`config.mk`:
```
export PLATFORM = sky130hd
export DESIGN_NAME = multi_voice_fir_filter_top
export DESIGN_NICKNAME = d
export VERILOG_FILES = /design/src/rtl/mvf_pkg.sv /design/src/rtl/mvf_mac.sv /design/src/rtl/multi_voice_fir_filter_top.sv
export SDC_FILE = /design/constraint.sdc
export NUM_CORES = 2
export LEC_CHECK = 0
export BUFFER_PORTS_ARGS = -buffer_cell sky130_fd_sc_hd__clkbuf_2
export CORE_ASPECT_RATIO = 0.6
export CORE_UTILIZATION = 40
export CTS_CLUSTER_SIZE = 16
export DETAILED_ROUTE_END_ITERATION = 8
export MAX_ROUTING_LAYER = met4
export PLACE_DENSITY_LB_ADDON = 0.1
export SKIP_LAST_GASP = 1
export SYNTH_ARGS = -nofsm -noshare
export SYNTH_HDL_FRONTEND = slang
export SYNTH_SLANG_ARGS = --single-unit
```
`constraint.sdc`:
```
create_clock -name clk_i -period 12.7 [get_ports clk_i]
set_input_delay 2.54 -clock clk_i [delete_from_list [all_inputs] [get_ports clk_i]]
set_output_delay 2.54 -clock clk_i [all_outputs]
set_load 0.005 [all_outputs]
```
`src/rtl/mvf_pkg.sv`:
```
`default_nettype none
package mvf_pkg;

  localparam int SAMPLE_W  = 16;
  localparam int VOICE_W   = 3;
  localparam int TAP_W     = 3;
  localparam int NUM_COEFS = 8;
  localparam int CFG_IDX_W = 3;
  localparam int PROD_W    = 2 * SAMPLE_W;
  // Eight Q2.30 products need three guard bits.
  localparam int ACC_W     = PROD_W + 3;
  localparam int FRAC_W    = 15;

  localparam logic signed [ACC_W-1:0] ROUND_BIAS = ACC_W'(16384);
  localparam logic signed [ACC_W-1:0] SAT_MAX    = ACC_W'(32767);
  localparam logic signed [ACC_W-1:0] SAT_MIN    = -ACC_W'(32768);

  localparam logic signed [SAMPLE_W-1:0] COEF_ZERO = '0;
  localparam logic signed [SAMPLE_W-1:0] COEF_UNIT = SAMPLE_W'(32767);

  typedef enum logic [1:0] {
    ST_IDLE,
    ST_RUN,
    ST_DRAIN,
    ST_FINISH
  } state_e;

  typedef struct packed {
    logic clr;
    logic vld;
  } mac_ctrl_t;

endpackage
`default_nettype wire

```
`src/rtl/mvf_mac.sv`:
```
`default_nettype none
module mvf_mac
  import mvf_pkg::*;
(
  input  wire                        clk_i,
  input  wire                        rst_ni,
  input  mac_ctrl_t                  ctrl_i,
  input  wire logic signed [SAMPLE_W-1:0] data_i,
  input  wire logic signed [SAMPLE_W-1:0] coef_i,
  output logic                       busy_o,
  output logic signed [SAMPLE_W-1:0] sat_o
);

  logic signed [PROD_W-1:0] prod_q;
  logic                     prod_vld_q;
  logic signed [ACC_W-1:0]  acc_q;
  logic signed [ACC_W-1:0]  biased;
  logic signed [ACC_W-1:0]  quot;

  always_ff @(posedge clk_i or negedge rst_ni) begin
    if (!rst_ni) begin
      prod_vld_q <= 1'b0;
      acc_q      <= '0;
    end else if (ctrl_i.clr) begin
      prod_vld_q <= 1'b0;
      acc_q      <= '0;
    end else begin
      prod_vld_q <= ctrl_i.vld;
      if (prod_vld_q) begin
        acc_q <= acc_q + ACC_W'(prod_q);
      end
    end
  end

  always_ff @(posedge clk_i) begin
    if (ctrl_i.vld) begin
      prod_q <= data_i * coef_i;
    end
  end

  assign busy_o = prod_vld_q;

  // Round half up, then clamp to Q1.15.
  always_comb begin
    biased = acc_q + ROUND_BIAS;
    quot   = biased >>> FRAC_W;
    if (quot > SAT_MAX) begin
      sat_o = SAT_MAX[SAMPLE_W-1:0];
    end else if (quot < SAT_MIN) begin
      sat_o = SAT_MIN[SAMPLE_W-1:0];
    end else begin
      sat_o = quot[SAMPLE_W-1:0];
    end
  end

endmodule
`default_nettype wire

```
`src/rtl/multi_voice_fir_filter_top.sv`:
```
// Multi-voice FIR filter.
// Input channel (in_valid_i/in_ready_o) carries voice_num, a Q1.15 sample and
// a sounding flag. Output channel (out_valid_o/out_ready_i) returns one Q1.15
// sample per input transfer. Coefficients are written through cfg_we_i,
// cfg_idx_i and cfg_data_i; the user must write them only while the block is
// idle, which the block itself does not enforce. Every in-range sample is
// stored in its voice's history ring. A sounding voice runs one
// multiply-accumulate per tap through a single shared MAC: history reads,
// one per tap, then a drain of the memory read, product and accumulate
// registers, then the load of the output register. A silent or out-of-range
// voice passes its sample through the finish state into the output register.
// The input side is ready only while the sequencer is idle, so the block takes
// no new input until the last one has been loaded into the output register.
// Reset clears all history valid bits (history reads as zero), every write
// pointer and the coefficients to passthrough (last tap at 32767).
// When the receiver stalls, the result holds in the output register; the
// block still takes the next input and works on it, and then waits with
// that result until the output register frees up.
`default_nettype none
module multi_voice_fir_filter_top
  import mvf_pkg::*;
#(
  parameter int VOICES = 8,
  parameter int TAPS   = 8
) (
  input  wire                        clk_i,
  input  wire                        rst_ni,
  input  wire                        in_valid_i,
  output logic                       in_ready_o,
  input  wire logic [VOICE_W-1:0]    voice_num_i,
  input  wire logic signed [SAMPLE_W-1:0] sample_in_i,
  input  wire                        sounding_i,
  output logic                       out_valid_o,
  input  wire                        out_ready_i,
  output logic signed [SAMPLE_W-1:0] sample_out_o,
  input  wire                        cfg_we_i,
  input  wire logic [CFG_IDX_W-1:0]  cfg_idx_i,
  input  wire logic [SAMPLE_W-1:0]   cfg_data_i
);

  localparam int N  = VOICES * TAPS;
  localparam int AW = (N > 1) ? $clog2(N) : 1;
  localparam int VW = (VOICES > 1) ? $clog2(VOICES) : 1;

  state_e state_q, state_d;

  logic [TAP_W-1:0]           pos_q, pos_d;
  logic [TAP_W-1:0]           cnt_q, cnt_d;
  logic [AW-1:0]              base_q, base_d;
  logic signed [SAMPLE_W-1:0] sample_q, sample_d;
  logic                       pass_q, pass_d;

  logic signed [SAMPLE_W-1:0] coef_q [NUM_COEFS];
  logic [TAP_W-1:0]           wptr_q [VOICES];
  logic [N-1:0]               hvld_q;
  logic signed [SAMPLE_W-1:0] hist_mem [N];

  logic signed [SAMPLE_W-1:0] rd_data_q;
  logic                       rd_vld_q;
  logic                       rd_en_q;
  logic signed [SAMPLE_W-1:0] rd_coef_q;

  logic                       out_valid_q, out_valid_d;
  logic signed [SAMPLE_W-1:0] sample_out_q, sample_out_d;

  logic                       in_xfer;
  logic                       in_range;
  logic [VW-1:0]              vidx;
  logic [TAP_W-1:0]           place_raw, place, next_ptr;
  logic [AW-1:0]              base_in, waddr, raddr;
  logic                       hist_we;
  logic                       rd_issue;
  logic                       out_load;
  mac_ctrl_t                  mac_ctrl;
  logic                       mac_busy;
  logic signed [SAMPLE_W-1:0] mac_sat;
  logic signed [SAMPLE_W-1:0] mac_data;

  assign in_ready_o   = (state_q == ST_IDLE);
  assign in_xfer      = in_valid_i & in_ready_o;
  assign out_valid_o  = out_valid_q;
  assign sample_out_o = sample_out_q;

  // Locate the ring slot of the incoming voice.
  assign in_range  = (int'(voice_num_i) < VOICES);
  assign vidx      = VW'(voice_num_i);
  assign place_raw = wptr_q[vidx];
  assign place     = (int'(place_raw) >= TAPS) ? '0 : place_raw;
  assign next_ptr  = ((int'(place) + 1) >= TAPS) ? '0 : place + 1'b1;
  assign base_in   = AW'(int'(voice_num_i) * TAPS);
  assign waddr     = AW'(int'(base_in) + int'(place));
  assign raddr     = AW'(int'(base_q) + int'(pos_q));
  assign hist_we   = in_xfer & in_range;

  // Sequencer: accept, issue one history read per tap, drain, deliver.
  always_comb begin
    state_d      = state_q;
    pos_d        = pos_q;
    cnt_d        = cnt_q;
    base_d       = base_q;
    sample_d     = sample_q;
    pass_d       = pass_q;
    rd_issue     = 1'b0;
    out_load     = 1'b0;
    mac_ctrl.clr = 1'b0;
    mac_ctrl.vld = rd_en_q;
    case (state_q)
      ST_IDLE: begin
        if (in_xfer) begin
          sample_d     = sample_in_i;
          base_d       = base_in;
          pos_d        = place;
          cnt_d        = TAP_W'(TAPS - 1);
          pass_d       = !(in_range && sounding_i);
          mac_ctrl.clr = 1'b1;
          state_d      = (in_range && sounding_i) ? ST_RUN : ST_FINISH;
        end
      end
      ST_RUN: begin
        rd_issue = 1'b1;
        pos_d    = (pos_q == '0) ? TAP_W'(TAPS - 1) : pos_q - 1'b1;
        cnt_d    = cnt_q - 1'b1;
        if (cnt_q == '0) begin
          state_d = ST_DRAIN;
        end
      end
      ST_DRAIN: begin
        if (!rd_en_q && !mac_busy) begin
          state_d = ST_FINISH;
        end
      end
      ST_FINISH: begin
        if (!out_valid_q || out_ready_i) begin
          out_load = 1'b1;
          state_d  = ST_IDLE;
        end
      end
      default: begin
        state_d = ST_IDLE;
      end
    endcase
  end

  always_comb begin
    out_valid_d  = out_valid_q;
    sample_out_d = sample_out_q;
    if (out_load) begin
      out_valid_d  = 1'b1;
      sample_out_d = pass_q ? sample_q : mac_sat;
    end else if (out_ready_i) begin
      out_valid_d = 1'b0;
    end
  end

  always_ff @(posedge clk_i or negedge rst_ni) begin
    if (!rst_ni) begin
      state_q     <= ST_IDLE;
      cnt_q       <= '0;
      pos_q       <= '0;
      pass_q      <= 1'b1;
      rd_en_q     <= 1'b0;
      out_valid_q <= 1'b0;
      hvld_q      <= '0;
      for (int i = 0; i < VOICES; i++) begin
        wptr_q[i] <= '0;
      end
      for (int i = 0; i < NUM_COEFS; i++) begin
        coef_q[i] <= COEF_ZERO;
      end
      coef_q[NUM_COEFS-1] <= COEF_UNIT;
    end else begin
      state_q     <= state_d;
      cnt_q       <= cnt_d;
      pos_q       <= pos_d;
      pass_q      <= pass_d;
      rd_en_q     <= rd_issue;
      out_valid_q <= out_valid_d;
      if (hist_we) begin
        hvld_q[waddr] <= 1'b1;
        wptr_q[vidx]  <= next_ptr;
      end
      if (cfg_we_i) begin
        coef_q[cfg_idx_i] <= cfg_data_i;
      end
    end
  end

  always_ff @(posedge clk_i) begin
    base_q       <= base_d;
    sample_q     <= sample_d;
    sample_out_q <= sample_out_d;
  end

  // History memory: one write port, one registered read port.
  always_ff @(posedge clk_i) begin
    if (hist_we) begin
      hist_mem[waddr] <= sample_in_i;
    end
    rd_data_q <= hist_mem[raddr];
    rd_vld_q  <= hvld_q[raddr];
    rd_coef_q <= coef_q[cnt_q];
  end

  // Never-written slots read as zero.
  assign mac_data = rd_vld_q ? rd_data_q : '0;

  mvf_mac u_mac (
    .clk_i  (clk_i),
    .rst_ni (rst_ni),
    .ctrl_i (mac_ctrl),
    .data_i (mac_data),
    .coef_i (rd_coef_q),
    .busy_o (mac_busy),
    .sat_o  (mac_sat)
  );

endmodule
`default_nettype wire

```
Yosys cells after proc, flatten, opt, wreduce, memory -nomap -nowiden
Memories as Yosys holds them, arrays and structs flattened. A register that Yosys moved wholly into a read port is not among the register bits.
Index checks and enable logic that the tools add are counted.
{ "op_classes": {"reduce_logical": 18, "n_eq_ne": 7, "bitwise_logic": 5, "n_lt_le_gt_ge": 11, "muxes": 43, "add_sub_neg": 8, "multipliers": 1} }
{ "ops": {"columns": ["cell", "count"], "rows": [
  ["bitwise mux 128 bit", 1],
  ["2-to-1 mux 16 bit", 7],
  ["2-to-1 mux 35 bit", 2],
  ["OR 64 bit", 1],
  ["binary-select mux 16 bit (select 3 bit)", 1],
  ["demux 16 bit (select 3 bit)", 1],
  ["adder 35 x 16 -> 35 bit, second input constant", 1],
  ["adder 35 x 32 -> 35 bit", 1],
  ["multiplier 16 x 16 -> 32 bit", 1],
  ["bitwise mux 24 bit", 1],
  ["2-to-1 mux 3 bit", 7],
  ["> comparator 20 x 16 -> 1 bit, second input constant", 1],
  ["less-than comparator 20 x 16 -> 1 bit, second input constant", 1],
  ["greater-or-equal comparator 4 bit, second input constant", 4],
  ["less-than comparator 6 x 7 -> 1 bit, second input constant", 2],
  ["adder 6 x 3 -> 6 bit", 2],
  ["inverter 3 -> 4 bit", 3],
  ["one-hot mux 3 bit (2 select lines)", 2],
  ["2-to-1 mux 1 bit", 11],
  ["2-to-1 mux 2 bit", 5],
  ["binary-select mux 3 bit (select 3 bit)", 1],
  ["demux 3 bit (select 3 bit)", 1],
  ["less-than comparator 4 x 1 -> 1 bit, second input constant", 2],
  ["one-hot mux 2 bit (4 select lines)", 1],
  ["other kinds (19)", 33]
]} }
{ "word_totals": {"ff_bits": 347, "output_inout_bits": 18, "inputBits": 44, "ramBits": 1024, "elab_cells": 125, "n_memories": 1} }
{ "mem_list": {"columns": ["memory", "words", "word_bits", "read_ports", "rd_ports_with_merged_regs", "wr", "line_no", "text"], "rows": [
  ["hist_mem", 64, 16, 1, 1, 1, "multi_voice_fir_filter_top.sv:56", "logic signed [SAMPLE_W-1:0] hist_mem [N];"]
]} }

Logic depth before layout (Yosys ltp)
{ "logic_depth": {"word_depth": 10, "depth_mapped": 24, "depth_no_buf": 22} }

Hierarchy
Synthesis repeated with hierarchy kept, for this count alone.
{ "hier_totals": {"hier_cells": 4221, "area_unflattened_um2": 65836.9} }
{ "modules_own_cells": {"columns": ["module", "area_per_inst_um2", "n_inst", "cells_each"], "rows": [
  ["multi_voice_fir_filter_top", 51441.8, 1, 2671],
  ["mvf_mac", 14395.1, 1, 1550]
]} }

Worst setup path before layout
OpenSTA, ideal clock, no wires.
{ "synth_path": {"kind": "reg-to-reg", "start": "register rd_vld_q", "end": "register u_mac.prod_q[30], data pin", "path_buffers": 2, "t_required_ps": 12442, "path_slack_ps": 6358, "path_stages_with_launch": 24, "arrival_time_ps": 6085, "path_cell_list": "dfxtp_1 -> clkbuf_1 -> and2_1 -> clkbuf_1 -> nand2_1 -> fa_1 -> inv_1 -> fa_1 -> inv_1 -> fa_1 -> inv_1 -> fa_1 -> fa_1 -> inv_1 -> fa_1 -> inv_1 -> ha_1 -> nand4_1 -> or4b_2 -> nand3_1 -> a311oi_1 -> o21ai_0 -> a31oi_1 -> xnor2_1"} }
{ "synth_via": {"elab_chain_len": 2} }
{ "synth_rtl": {"columns": ["element", "line_no", "text"], "rows": [
  ["start, declared", "multi_voice_fir_filter_top.sv:59", "logic rd_vld_q;"],
  ["start signal, assigned", "multi_voice_fir_filter_top.sv:200", "rd_vld_q <= hvld_q[raddr];"],
  ["2-to-1 mux 16 bit", "multi_voice_fir_filter_top.sv:205", "assign mac_data = rd_vld_q ? rd_data_q : '0;"],
  ["multiplier 16 x 16 -> 32 bit", "mvf_mac.sv:37", "prod_q <= data_i * coef_i;"],
  ["end signal, assigned", "mvf_mac.sv:37", null],
  ["end, declared", "mvf_mac.sv:14", "logic signed [PROD_W-1:0] prod_q;"]
]} }
Every way passes these cells.
A chain may end at the register's enable or synchronous reset.

Final worst setup path
{ "layout_path": {"start": "register rd_vld_q", "end": "register u_mac.prod_q[31], data pin"} }
Same word-level chain as after synthesis.

==> impl_metrics.ini <==
[outcome]
status = finished, final reports clean

[run]
max_cap_viol_count = 0

[cells_and_area]
layout.cells.most_common_list = 1,091 x sky130_fd_sc_hd__edfxtp_1, 393 x sky130_fd_sc_hd__mux4_2, 323 x sky130_fd_sc_hd__inv_1
flow.area_growth_from_synthesis_pct = 12.0
nNetsFinal = 4408
final.fill_count = 14000
layout_commonest_cell = sky130_fd_sc_hd__edfxtp_1
drive_gt1_share_pct = 26.1

[clocking]
tritoncts = built
htreeDepth = 4
postCtsSetupRepairBufs = 0
cts_max_path_buffers = 3
numClockSinks = 1387
postCtsResizedCells = 0
post_cts_hold_buffer_count = 0
clock_tree.root_cell = sky130_fd_sc_hd__clkbuf_16
worstSkewPairLatency_ps = 790
cts_inserted_buffers = 135
cts.reportedPaths.clkPinSlew_ps = 60

[grt]
number_of_global_route_vias_before_repair = 34300
largest_net_degree_at_the_start_of_global_routing = 138
grt_most_used_layer = met1
groute.layer.met1.usage_pct = 37.5
grtUsageTotal_pct = 22.7
grt_util_met2_pct = 27.9
wire_length_of_the_first_global_routing_pass_um = 258000
global_route_overflow = 0
antenna_found_initial = 16
met3_usage_pct = 4.91

[timing]
grt_setup_unrepaired = no
final_hold_viol_count = 0
pins_over_slew_limit = 0
final_critical_path_setup_slack_ps = 4900
relSlewSlack_pct = 28.3
fmax_mhz = 128
finClkSkew_ps = 68.3
totalNegativeSetupSlack_ps = 0
finalCritPeriodShare_pct = 61.4
setup-violations-final = 0
tightestPinTransition_ps = 1070
hold-worst-slack_ps = 459
layout_min_cycle_time_ps = 7800

[worst_hold_path]
min-delay-path-class = reg -> reg

[route]
detail_route.drc_violations = 0
drt_iter0_drc = 4105
wire_per_inst_um = 28.5
detail-route-antenna-nets = 0
route.final.wire_length_um = 178000
drt_pass1_iterations = 5
dr_vias_cell = 5.52
vias = 34400

[die]
initial_utilization_pct = 40.5
die_h_um = 315
core_rows = 114
top_level_ports = 62
design.die.area_sq_mm = 0.165
core_area_sq_mm = 0.162
fp.dieW_um = 524

[worst_setup_path]
timing.critical_path.slowest_cell_delay_ps = 910
slowest_stage = sky130_fd_sc_hd__fa_1
crit_path_end_kind = flip-flop
worstPathCellList = buf_4, and2_1, nand2_1, inv_1, fa_1, fa_1, fa_1, fa_1, fa_1, fa_1, ha_1, o21a_1, o21ai_0, nand2b_1, and2_1, a21boi_0, o21bai_1, o41ai_1, xnor2_1
cp_data_arrival_time_ps = 8300
cp-start-kind = flip-flop
critical_path_required_ps = 13200
timing.critical_path.fanout_max = 82
crit_path_frequent_cell = sky130_fd_sc_hd__fa_1
timing_worst_setup_path_type = reg -> reg

[place]
numPortBuffers = 61
place_congestion = 0.897
place.detailed.hpwl_um = 112000
post-place-ws_ps = 4920

[yosys]
synth-compound-area-share_pct = 2.41
yosysUniqueCellTypes = 73
synth_top_flop_cell = sky130_fd_sc_hd__edfxtp_1
post_synth_xor_area_fraction_pct = 0.924
yosys.area_share.simple_pct = 5.47
seq_area_frac_synth_pct = 61.2
yosysWarningCount = 0
postSynthRegisterBits = 1387
post_synth_instance_area_sq_mm = 0.0654
number_of_flops_mapped_to_enable_cells_by_yosys = 1091
netlist_instances = 3870
share_of_cell_area_taken_by_muxes_after_synthesis_pct = 16.6
synth_adder_area_share_pct = 10.5
post_synthesis_net_count = 4303
avgSynthCellArea_sq_um = 16.9
synth_top_family_by_area = multiplexers
async_flop_share_pct = 19.0

[power_and_ir_drop]
leakage_nw = 27.2
pwr_density_cell_mw_per_mm2 = 222
total_power_mw = 16.3
ir_drop_mv = 0.158
==> routing by layer <==
metal	vias to the layer above	share of wire (%)
li1	14800	-
met1	18400	52
met2	1128	39
met3	147	7.9
met4	0	1.2
met5	-	0
==> final timing paths <==
kind | start | end | slack [ps] | cells past startpoint
max | rd_vld_q$_DFF_P_ | u_mac.prod_q[31]$_DFFE_PP_ | 4900 | 19
min reg2reg | hvld_q[1]$_DFFE_PN0P_ | hvld_q[1]$_DFFE_PN0P_ | 460 | 1
max in group asynchronous | rst_ni | u_mac.busy_o$_DFF_PN0_ | 8720 | 3
max reg2reg | rd_vld_q$_DFF_P_ | u_mac.prod_q[31]$_DFFE_PP_ | 4900 | 19
min | hvld_q[1]$_DFFE_PN0P_ | hvld_q[1]$_DFFE_PN0P_ | 460 | 1
min in group asynchronous | rst_ni | coef_q[71]$_DFFE_PN0P_ | 1770 | 1
==> flip-flops by register name, indices dropped and copies added (netlist names), 3 cells and up <==
name	flops
hist_mem	1024
coef_q	128
hvld_q	64
u_mac.acc_q	35
u_mac.prod_q	32
wptr_q	24
rd_coef_q	16
rd_data_q	16
sample_out_o	16
sample_q	16
base_q	3
cnt_q	3
pos_q	3
==> layout make-up <==
type | count | area (sq um) | area share (%)
multi-input combinational | 1981 | 23800 | 32.5
tap | 2146 | 2690 | 3.67
inverter | 324 | 1220 | 1.66
timing repair buffer | 146 | 966 | 1.32
clock inverter | 84 | 1010 | 1.37
sequential | 1387 | 40000 | 54.7
antenna | 4 | 10.0 | 0.0137
clock buffer | 165 | 3540 | 4.84
==> report_power, final <==
part	internal, mW	leakage (nW)	switching, mW
Combinational	2.69	11.6	3.45
Sequential	5.43	13.4	0.564
Clock	2.31	2.19	1.84
==> per-stage QoR <==
| stage | std cells | util (%) | instance area [sq um] |
|---|---|---|---|
| 2_1_floorplan | 3870 | - | 65400 |
| 3_3_place_gp | 5983 | 42.5 | 68700 |
| 3_5_place_dp | 5983 | 42.5 | 68700 |
| 4_1_cts | 6232 | 45.3 | 73200 |
| 5_1_grt | 6236 | 45.3 | 73200 |
| 6_report | 6237 | 45.3 | 73200 |
==> cell usage after synthesis, drive strengths merged (7+ instances only) <==
library cell	count	area, sq um
nand4b	8	70.1
or2	68	425
mux2	161	1810
o211ai	8	60.1
o21bai	10	75.1
clkbuf	135	508
nand2	200	751
nor2	135	509
fa	263	5270
xnor2	51	447
ha	126	1580
mux2i	16	160
o31ai	8	60.1
edfxtp	1091	32800
nand3	38	190
dfstp	16	420
and2	23	144
buf	43	200
a21oi	76	380
mux4	393	8850
dfxtp	33	661
nor3	27	145
inv	323	1210
a211oi	33	253
and3	134	838
nand2b	18	113
nor3b	7	52.6
dfrtp	247	6180
xor2	18	158
a21o	12	90.1
nand4	16	100
o21a	7	52.6
o21ai	60	304
==> cell families (layout without fill, tap and decap cells) <==
family	after synthesis	after routing
other	0	4
buffers and inverters	502	719
XOR/XNOR	69	69
multiplexers	570	570
AO/OA/AOI/OAI	248	248
flip-flops	1387	1387
adder cells (fa/ha/maj)	389	389
AND/OR/NAND/NOR	705	705
==> critical path, delay by kind of cell (launching register included) <==
family	cells	cell delay [ps]
AND/OR/NAND/NOR	4	940
AO/OA/AOI/OAI	5	1000
XOR/XNOR	1	130
adder cells (fa/ha/maj)	7	3780
buffers and inverters	2	790
flip-flops	1	870
No activity file was read; power rests on OpenSTA's default activity.
